==> src/radix_integer_text_parser_core_macros.svh <==
// ----------------------------------------------------------------------------
// Assertion macros for the radix integer text parser core
// Shared property wrappers; clocked on clk_i and disabled during rst_ni low.
// ----------------------------------------------------------------------------
`ifndef RADIX_INTEGER_TEXT_PARSER_CORE_MACROS_SVH
`define RADIX_INTEGER_TEXT_PARSER_CORE_MACROS_SVH

// same-cycle implication
`define RTP_ASSERT_IMPL(lbl, ante, cons, msg) \
  lbl: assert property (@(posedge clk_i) disable iff (!rst_ni) (ante) |-> (cons)) \
    else $error(msg);

// next-cycle implication
`define RTP_ASSERT_NEXT(lbl, ante, cons, msg) \
  lbl: assert property (@(posedge clk_i) disable iff (!rst_ni) (ante) |=> (cons)) \
    else $error(msg);

`endif

==> src/rtp_pkg.sv <==
// ----------------------------------------------------------------------------
// rtp_pkg
// Types and constants shared by the radix integer text parser modules.
// ----------------------------------------------------------------------------
package rtp_pkg;

  localparam int OFFSET_BITS = 16;
  // offset counter saturates at 2^CNT_W - 1, never above 16 bits
  localparam int CNT_W       = (OFFSET_BITS >= 16) ? 16 : OFFSET_BITS;
  localparam int OFF_OUT_W   = 16;
  localparam int VALUE_W     = 64;
  localparam int BASE_W      = 6;
  localparam int CHAR_W      = 8;
  localparam int CFG_IDX_W   = 8;
  localparam int CFG_DATA_W  = 8;

  // configuration register indexes
  localparam logic [CFG_IDX_W-1:0] REG_NUMBER_BASE = 8'd0;
  localparam logic [CFG_IDX_W-1:0] REG_SIGNED_MODE = 8'd1;

  localparam logic [BASE_W-1:0] NUMBER_BASE_RST = 6'd10;
  localparam logic              SIGNED_MODE_RST = 1'b1;

  localparam logic [BASE_W-1:0] BASE_8  = 6'd8;
  localparam logic [BASE_W-1:0] BASE_10 = 6'd10;
  localparam logic [BASE_W-1:0] BASE_16 = 6'd16;

  localparam logic [CHAR_W-1:0] CH_SPACE = 8'h20;
  localparam logic [CHAR_W-1:0] CH_TAB   = 8'h09;
  localparam logic [CHAR_W-1:0] CH_LF    = 8'h0A;
  localparam logic [CHAR_W-1:0] CH_CR    = 8'h0D;
  localparam logic [CHAR_W-1:0] CH_PLUS  = 8'h2B;
  localparam logic [CHAR_W-1:0] CH_MINUS = 8'h2D;
  localparam logic [CHAR_W-1:0] CH_0     = 8'h30;
  localparam logic [CHAR_W-1:0] CH_9     = 8'h39;
  localparam logic [CHAR_W-1:0] CH_UA    = 8'h41;
  localparam logic [CHAR_W-1:0] CH_UZ    = 8'h5A;
  localparam logic [CHAR_W-1:0] CH_LA    = 8'h61;
  localparam logic [CHAR_W-1:0] CH_LZ    = 8'h7A;
  localparam logic [CHAR_W-1:0] CH_UX    = 8'h58;
  localparam logic [CHAR_W-1:0] CH_LX    = 8'h78;

  typedef struct packed {
    logic              start_of_text;
    logic [CHAR_W-1:0] text_char;
  } in_item_t;

  typedef struct packed {
    logic [VALUE_W-1:0]   parsed_value;
    logic [OFF_OUT_W-1:0] stop_offset;
    logic [BASE_W-1:0]    base_used;
  } out_item_t;

  typedef struct packed {
    logic [BASE_W-1:0] number_base;
    logic              signed_mode;
  } cfg_t;

endpackage

==> src/rtp_engine.sv <==
// ----------------------------------------------------------------------------
// rtp_engine
// Parse state and one-character next-state logic; flags the stop character.
// ----------------------------------------------------------------------------
`include "radix_integer_text_parser_core_macros.svh"

module rtp_engine (
  input  logic              clk_i,
  input  logic              rst_ni,
  input  logic              step_i,
  input  rtp_pkg::in_item_t item_i,
  input  rtp_pkg::cfg_t     cfg_i,
  output logic              res_valid_o,
  output rtp_pkg::out_item_t res_o
);
  import rtp_pkg::*;

  localparam int PROD_W = VALUE_W + BASE_W;
  localparam logic [CNT_W-1:0] CNT_MAX = '1;

  typedef enum logic [2:0] {
    PH_DONE,
    PH_BLANK,
    PH_PREFIX,
    PH_ZERO16,
    PH_ZERO0,
    PH_DIGITS
  } phase_e;

  phase_e             phase_q, phase_d;
  logic [VALUE_W-1:0] acc_q, acc_d;
  logic [BASE_W-1:0]  base_q, base_d;
  logic               minus_q, minus_d;
  logic [CNT_W-1:0]   cnt_q, cnt_d;

  logic [CHAR_W-1:0]  c;
  logic               is_x;
  logic               dig_hit;
  logic [BASE_W-1:0]  dig;
  logic               consume;
  logic               hold;
  logic               emit;
  logic [PROD_W-1:0]  prod;

  assign c    = item_i.text_char;
  assign is_x = (c == CH_LX) || (c == CH_UX);

  always_comb begin
    dig_hit = 1'b1;
    dig     = '0;
    if (c inside {[CH_0:CH_9]}) begin
      dig = BASE_W'(c - CH_0);
    end else if (c inside {[CH_LA:CH_LZ]}) begin
      dig = BASE_W'(c - CH_LA) + BASE_10;
    end else if (c inside {[CH_UA:CH_UZ]}) begin
      dig = BASE_W'(c - CH_UA) + BASE_10;
    end else begin
      dig_hit = 1'b0;
    end
  end

  // Phases fall through within one character, as in a prefix scanner.
  always_comb begin
    phase_d = phase_q;
    acc_d   = acc_q;
    base_d  = base_q;
    minus_d = minus_q;
    cnt_d   = cnt_q;
    consume = 1'b0;
    hold    = 1'b0;
    emit    = 1'b0;
    prod    = '0;

    if (item_i.start_of_text) begin
      phase_d = PH_BLANK;
      acc_d   = '0;
      base_d  = cfg_i.number_base;
      minus_d = 1'b0;
      cnt_d   = '0;
    end

    if (phase_d == PH_BLANK) begin
      if (c inside {CH_SPACE, CH_TAB, CH_LF, CH_CR}) begin
        consume = 1'b1;
        hold    = 1'b1;
      end else if (c == CH_MINUS && cfg_i.signed_mode) begin
        minus_d = 1'b1;
        consume = 1'b1;
        hold    = 1'b1;
        phase_d = PH_PREFIX;
      end else if (c == CH_PLUS) begin
        consume = 1'b1;
        hold    = 1'b1;
        phase_d = PH_PREFIX;
      end else begin
        phase_d = PH_PREFIX;
      end
    end

    if (!hold && phase_d == PH_PREFIX) begin
      if (base_d == '0) begin
        if (c == CH_0) begin
          consume = 1'b1;
          hold    = 1'b1;
          phase_d = PH_ZERO0;
        end else begin
          base_d = BASE_10;
        end
      end else if (base_d == BASE_16 && c == CH_0) begin
        consume = 1'b1;
        hold    = 1'b1;
        phase_d = PH_ZERO16;
      end
      if (!hold) begin
        phase_d = PH_DIGITS;
      end
    end

    if (!hold && phase_d == PH_ZERO16) begin
      phase_d = PH_DIGITS;
      if (is_x) begin
        consume = 1'b1;
        hold    = 1'b1;
      end
    end

    if (!hold && phase_d == PH_ZERO0) begin
      phase_d = PH_DIGITS;
      if (is_x) begin
        base_d  = BASE_16;
        consume = 1'b1;
        hold    = 1'b1;
      end else begin
        base_d = BASE_8;
      end
    end

    if (!hold && phase_d == PH_DIGITS) begin
      if (dig_hit && dig < base_d) begin
        prod    = PROD_W'(acc_d) * PROD_W'(base_d);
        acc_d   = prod[VALUE_W-1:0] + VALUE_W'(dig);
        consume = 1'b1;
      end else begin
        emit    = 1'b1;
        phase_d = PH_DONE;
      end
    end

    if (consume && cnt_d != CNT_MAX) begin
      cnt_d = cnt_d + 1'b1;
    end
  end

  always_ff @(posedge clk_i or negedge rst_ni) begin
    if (!rst_ni) begin
      phase_q <= PH_DONE;
      acc_q   <= '0;
      base_q  <= '0;
      minus_q <= 1'b0;
      cnt_q   <= '0;
    end else if (step_i) begin
      phase_q <= phase_d;
      acc_q   <= acc_d;
      base_q  <= base_d;
      minus_q <= minus_d;
      cnt_q   <= cnt_d;
    end
  end

  assign res_valid_o        = step_i && emit;
  assign res_o.parsed_value = minus_d ? (VALUE_W'(0) - acc_d) : acc_d;
  assign res_o.stop_offset  = OFF_OUT_W'(cnt_d);
  assign res_o.base_used    = base_d;

  `RTP_ASSERT_NEXT(a_done_after_result, res_valid_o, phase_q == PH_DONE,
    "parser not idle after a result")
  `RTP_ASSERT_IMPL(a_idle_no_result, step_i && !item_i.start_of_text && phase_q == PH_DONE,
    !res_valid_o, "result produced without an open string")
  `RTP_ASSERT_IMPL(a_base_resolved, res_valid_o, res_o.base_used != '0,
    "result carries an unresolved radix")
  `RTP_ASSERT_NEXT(a_hold_when_idle, !step_i, $stable(cnt_q) && $stable(acc_q),
    "parse state changed without a step")

endmodule

==> src/rtp_out_reg.sv <==
// ----------------------------------------------------------------------------
// rtp_out_reg
// Result register with valid/stall handshake toward the consumer.
// ----------------------------------------------------------------------------
module rtp_out_reg (
  input  logic               clk_i,
  input  logic               rst_ni,
  input  logic               load_i,
  input  rtp_pkg::out_item_t data_i,
  output logic               free_o,
  output logic               out_valid_o,
  output rtp_pkg::out_item_t out_data_o,
  input  logic               out_stall_i
);
  import rtp_pkg::*;

  logic      valid_q;
  out_item_t data_q;

  // slot frees up in the same cycle the pending result transfers
  assign free_o = !valid_q || !out_stall_i;

  always_ff @(posedge clk_i or negedge rst_ni) begin
    if (!rst_ni) begin
      valid_q <= 1'b0;
    end else if (free_o) begin
      valid_q <= load_i;
    end
  end

  always_ff @(posedge clk_i) begin
    if (free_o && load_i) begin
      data_q <= data_i;
    end
  end

  assign out_valid_o = valid_q;
  assign out_data_o  = data_q;

endmodule

==> src/radix_integer_text_parser_core.sv <==
// ----------------------------------------------------------------------------
// radix_integer_text_parser_core
// strtol-style integer parser: one character per transfer, one result per string.
// ----------------------------------------------------------------------------
// Usage:
//   Input channel (in_valid_i / in_data_i / in_stall_o) carries one character per
//   transfer; start_of_text marks the first character of a string. Output channel
//   (out_valid_o / out_data_o / out_stall_i) carries one result per string, on
//   the first character that does not parse.
//   Configuration (cfg_valid_i / cfg_ready_o, index 0 = number_base,
//   index 1 = signed_mode) is always ready; write only while idle.
// Timing:
//   A character goes into the input register on transfer and is parsed once the
//   output register is free; its result is then registered in the output
//   register. Throughput is one character per cycle while the output is not
//   stalled, bounded by the 64x6 multiply-add in the parse step.
// Reset: no string open, number_base = 10, signed_mode = 1, output empty.
// Stall: a stalled result holds the output register; the input register then
//   holds its character and in_stall_o rises until the result transfers.
// ----------------------------------------------------------------------------
module radix_integer_text_parser_core (
  input  logic                              clk_i,
  input  logic                              rst_ni,
  input  logic                              in_valid_i,
  input  rtp_pkg::in_item_t                 in_data_i,
  output logic                              in_stall_o,
  output logic                              out_valid_o,
  output rtp_pkg::out_item_t                out_data_o,
  input  logic                              out_stall_i,
  input  logic                              cfg_valid_i,
  output logic                              cfg_ready_o,
  input  logic [rtp_pkg::CFG_IDX_W-1:0]     cfg_index_i,
  input  logic [rtp_pkg::CFG_DATA_W-1:0]    cfg_data_i
);
  import rtp_pkg::*;

  cfg_t      cfg_q;
  logic      s1_valid_q;
  in_item_t  s1_item_q;
  logic      out_free;
  logic      step;
  logic      in_xfer;
  logic      res_valid;
  out_item_t res;

  assign cfg_ready_o = 1'b1;

  always_ff @(posedge clk_i or negedge rst_ni) begin
    if (!rst_ni) begin
      cfg_q.number_base <= NUMBER_BASE_RST;
      cfg_q.signed_mode <= SIGNED_MODE_RST;
    end else if (cfg_valid_i && cfg_ready_o) begin
      if (cfg_index_i == REG_NUMBER_BASE) begin
        cfg_q.number_base <= cfg_data_i[BASE_W-1:0];
      end
      if (cfg_index_i == REG_SIGNED_MODE) begin
        cfg_q.signed_mode <= cfg_data_i[0];
      end
    end
  end

  assign step       = s1_valid_q && out_free;
  assign in_stall_o = s1_valid_q && !out_free;
  assign in_xfer    = in_valid_i && !in_stall_o;

  always_ff @(posedge clk_i or negedge rst_ni) begin
    if (!rst_ni) begin
      s1_valid_q <= 1'b0;
    end else if (in_xfer) begin
      s1_valid_q <= 1'b1;
    end else if (step) begin
      s1_valid_q <= 1'b0;
    end
  end

  always_ff @(posedge clk_i) begin
    if (in_xfer) begin
      s1_item_q <= in_data_i;
    end
  end

  rtp_engine u_engine (
    .clk_i       (clk_i),
    .rst_ni      (rst_ni),
    .step_i      (step),
    .item_i      (s1_item_q),
    .cfg_i       (cfg_q),
    .res_valid_o (res_valid),
    .res_o       (res)
  );

  rtp_out_reg u_out_reg (
    .clk_i       (clk_i),
    .rst_ni      (rst_ni),
    .load_i      (res_valid),
    .data_i      (res),
    .free_o      (out_free),
    .out_valid_o (out_valid_o),
    .out_data_o  (out_data_o),
    .out_stall_i (out_stall_i)
  );

endmodule
==> config.mk <==
export PLATFORM = sky130hd
export DESIGN_NAME = radix_integer_text_parser_core
export DESIGN_NICKNAME = d
export VERILOG_FILES = /design/src/rtp_pkg.sv /design/src/rtp_engine.sv /design/src/rtp_out_reg.sv /design/src/radix_integer_text_parser_core.sv
export VERILOG_INCLUDE_DIRS = /design/src /design/src/src
export SDC_FILE = /design/constraint.sdc
export NUM_CORES = 1
export LEC_CHECK = 0
export BUFFER_PORTS_ARGS = -buffer_cell sky130_fd_sc_hd__clkbuf_2
export CAP_MARGIN = 20
export CORE_MARGIN = 2
export CORE_UTILIZATION = 40
export DETAILED_ROUTE_END_ITERATION = 8
export PLACE_DENSITY_LB_ADDON = 0.12
export SKIP_CTS_REPAIR_TIMING = 1
export SLEW_MARGIN = 10
export SYNTH_ARGS = -nofsm -noshare
export SYNTH_HDL_FRONTEND = slang
export SYNTH_SLANG_ARGS = --single-unit
==> constraint.sdc <==
create_clock -name clk_i -period 25.7 [get_ports clk_i]
set_clock_uncertainty 0.05 [all_clocks]
set_input_delay 2.57 -clock clk_i [delete_from_list [all_inputs] [get_ports clk_i]]
set_output_delay 2.57 -clock clk_i [all_outputs]
set_load 0.02 [all_outputs]
==> flow_metrics.tcl <==
set metrics [dict create \
    synth_edf_count 95 \
    globalplace.congestion 0.893 \
    core.rowCount 87 \
    synth-seq-cells 194 \
    status "completed" \
    regArea_mm2 0.00533 \
    worst_slew_pin_slew_ps 1210 \
    setup_viol 0 \
    grt_antenna_before_repair 0 \
    relSlewSlack_pct 19.6 \
    grt_pass1_vias 19400 \
    h-tree-depth 4 \
    drcViolationCount 0 \
    core_area_mm2 0.0561 \
    path_class "reg -> reg" \
    fmax_mhz 83.9 \
    multi_input_area_mm2 0.0164 \
    fin_crit_sh_pct 46.4 \
    yosysSeqAreaShare_pct 23.7 \
    yosysTopAreaCell "fa_1" \
    antenna_cells 0 \
    grt_usage_pct 24.9 \
    root_buffer "clkbuf_16" \
    p_int_mw 0.639 \
    yosysTopAreaCellShare_pct 21.3 \
    start_util_pct 40.2 \
    numClockSinks 194 \
    grt_pass1_wl_um 112000 \
    vias 19400 \
    postSynthCellCount 2589 \
    insertion_delay_ps 520 \
    powerDensity_mw_per_mm2 48.5 \
    areaGrowthSynthToFinish_pct 8.04 \
    clk_pin_slew_worst_paths_ps 90 \
    synth_area_mm2 0.0225 \
    clock_path_buffers 2 \
    maxCapViolations 0 \
    post_drt_wl_per_cell_um 20.9 \
    async_flop_share_pct 51.0 \
    fin_nets 3023 \
    place.port_buffers 115 \
    timing.hold.ws_ps 427 \
    yosys_warnings 0 \
    die_w_um 241 \
    numCtsBuffers 17 \
    switching_share_pct 45.9 \
    sequentialPowerShare_pct 34.4 \
    switchingPower_mw 0.542 \
    synth_cell_types 91 \
    firstDrtPassIters 5 \
    synth_area_per_cell_um2 8.71 \
    setup_tns_ps 0 \
    final_hold_viol_count 0 \
    syn-num-nets 3004 \
    power.leakage_nw 11.2 \
    drt_iter0_drc 1310 \
    ir_drop_uv 59.2 \
    grt_max_degree 80 \
    drv_slew 0 \
    die_area_mm2 0.0583 \
    cp_data_required_time_ps 25940 \
    hpwl_um 52400 \
    fill_cells 5539 \
    clkPwrFrac_pct 24.6 \
    die_h_um 241 \
    ant_nets 0 \
    setup.worst_path.start_class "flop" \
    fin_crit_ps 11920 \
    worstHoldPathType "reg -> reg" \
    cts_tree "done" \
    top_level_ports 119 \
    ys_top_cells_by_area "fa_1 (21%), edfxtp_1 (13%), dfrtp_1 (11%)" \
    layout-drive-gt1-share_pct 8.81 \
    grt.overflow.total 0 \
    rsz0062_at_grt "no" \
    vias_per_cell 5.76 \
    wirelength_um 70400 \
    endpoint_kind "flop" \
    arrival_ps 12150 \
    synth_ff_type "dfrtp_1" \
    pwr-share-comb_pct 41.0 \
    crit_fanout 62 \
]
## state kept, by name, indices dropped and copies added, names as in the netlist
name,cells
u_out_reg.out_data_o,86
u_engine.acc_q,64
u_engine.cnt_q,16
s1_item_q,9
cfg_q,7
u_engine.base_q,6
u_engine.phase_q,3
s1_valid_q,1
u_engine.minus_q,1
u_out_reg.out_valid_o,1
## critical path, cell delays in order (launching register included)
cell       delay [ps]
edfxtp_1          390
buf_4             360
inv_2             740
o21ai_0           280
nand4_1           220
a21o_1            270
a31o_2            190
buf_4             640
clkinv_1          510
nand3_1           230
fa_1              490
fa_1              560
inv_1              60
fa_1              500
fa_1              510
ha_1              410
o21ai_0           200
o21a_1            240
o21a_1            250
a211oi_1          800
o21ai_0           250
a2111oi_0         610
a31oi_1           340
a21oi_1           730
nand4_1           540
nor4_4            670
a41oi_1           220
xnor2_1           390
## cell usage after synthesis (all sizes together), types with 17 or more instances
| master | instances |
|---|---|
| and3 | 20 |
| o31ai | 18 |
| clkbuf | 101 |
| a31oi | 46 |
| a21oi | 142 |
| nor4 | 17 |
| dfrtp | 96 |
| nand3 | 58 |
| inv | 77 |
| nor3 | 36 |
| mux2i | 21 |
| nor2b | 21 |
| xnor2 | 81 |
| a21o | 36 |
| xor2 | 46 |
| fa | 240 |
| nor2 | 481 |
| o21ai | 152 |
| nand4 | 28 |
| ha | 145 |
| edfxtp | 95 |
| buf | 36 |
| nand2 | 328 |
## path summary, 6_finish.rpt
kind                                    startpoint  depth (start not counted)                       end  slack [ps]
worst max-delay path                  s1_item_q[8]                         27  u_out_reg.out_data_o[83]       13780
worst min-delay path            u_engine.acc_q[56]                          2        u_engine.acc_q[56]         430
worst max register to register        s1_item_q[8]                         27  u_out_reg.out_data_o[83]       13780
worst min register to register  u_engine.acc_q[56]                          2        u_engine.acc_q[56]         430
max in group asynchronous                   rst_ni                          2        u_engine.acc_q[43]       22260
min in group asynchronous                   rst_ni                          1         u_engine.acc_q[7]        2000
## cell type report
cell class              instances  share of cell area (%)
multi-input cells            2176                    67.4
inverters                      82                    1.27
flip-flops and latches        194                    21.9
clock buffers                  18                    1.80
clock inverters                14                   0.714
repair buffers                137                    3.05
well taps                     756                    3.88
## power groups by stage
stage          registers (mW)  clock network, mW  logic [mW]
2_1_floorplan           0.448                  0       0.265
4_1_cts                 0.406              0.300       0.481
3_3_place_gp            0.411                  0       0.478
5_1_grt                 0.412              0.309       0.522
3_5_place_dp            0.412                  0       0.479
6_report                0.406              0.291       0.484
## per-stage QoR
stage               utilization [%]  power, mW  std cells  setup slack, ps  instance area, um2
finish                         43.4       1.18       3377            13780               24400
CTS                            43.4       1.19       3377            14090               24400
global route                   43.4       1.24       3377            13280               24400
floorplan                         -      0.713       2589            16510               22500
detailed placement             42.4      0.892       3345            14160               23700
global placement               42.4      0.889       3345            14160               23700
## per-layer routing
| metal | routed length, um | global-route usage (%) | up-vias | share of wire [%] |
|---|---|---|---|---|
| li1 | - | - | 9031 | - |
| met1 | 32100 | 34.3 | 9703 | 46 |
| met2 | 33000 | 40.5 | 624 | 47 |
| met3 | 3580 | 3.46 | 91 | 5.1 |
| met4 | 1720 | 7.78 | 0 | 2.4 |
| met5 | 0 | 0 | - | 0 |
## kinds of logic (layout without fill, tap and decap cells)
family          count (synthesis)  after routing  share of synthesized area, %
buf+inv                       219            251                          3.73
compound gates                551            551                          15.7
other cells                     1              1                        0.0166
flops                         194            194                          23.7
simple gates                 1078           1078                          21.1
fa+ha+maj                     385            385                          29.4
mux                            34             34                          1.58
xor+xnor                      127            127                          4.93
## placed cells by master, fill, tap and decap left out, types with 46 or more instances in the layout
cell      count
nor2_1      479
nand2_1     324
fa_1        240
o21ai_0     149
ha_1        145
a21oi_1     141
clkbuf_2    114
dfrtp_1      96
edfxtp_1     95
xnor2_1      81
inv_1        74
nand3_1      57
a31oi_1      46
xor2_1       46
(Power assumes the default switching activity.)
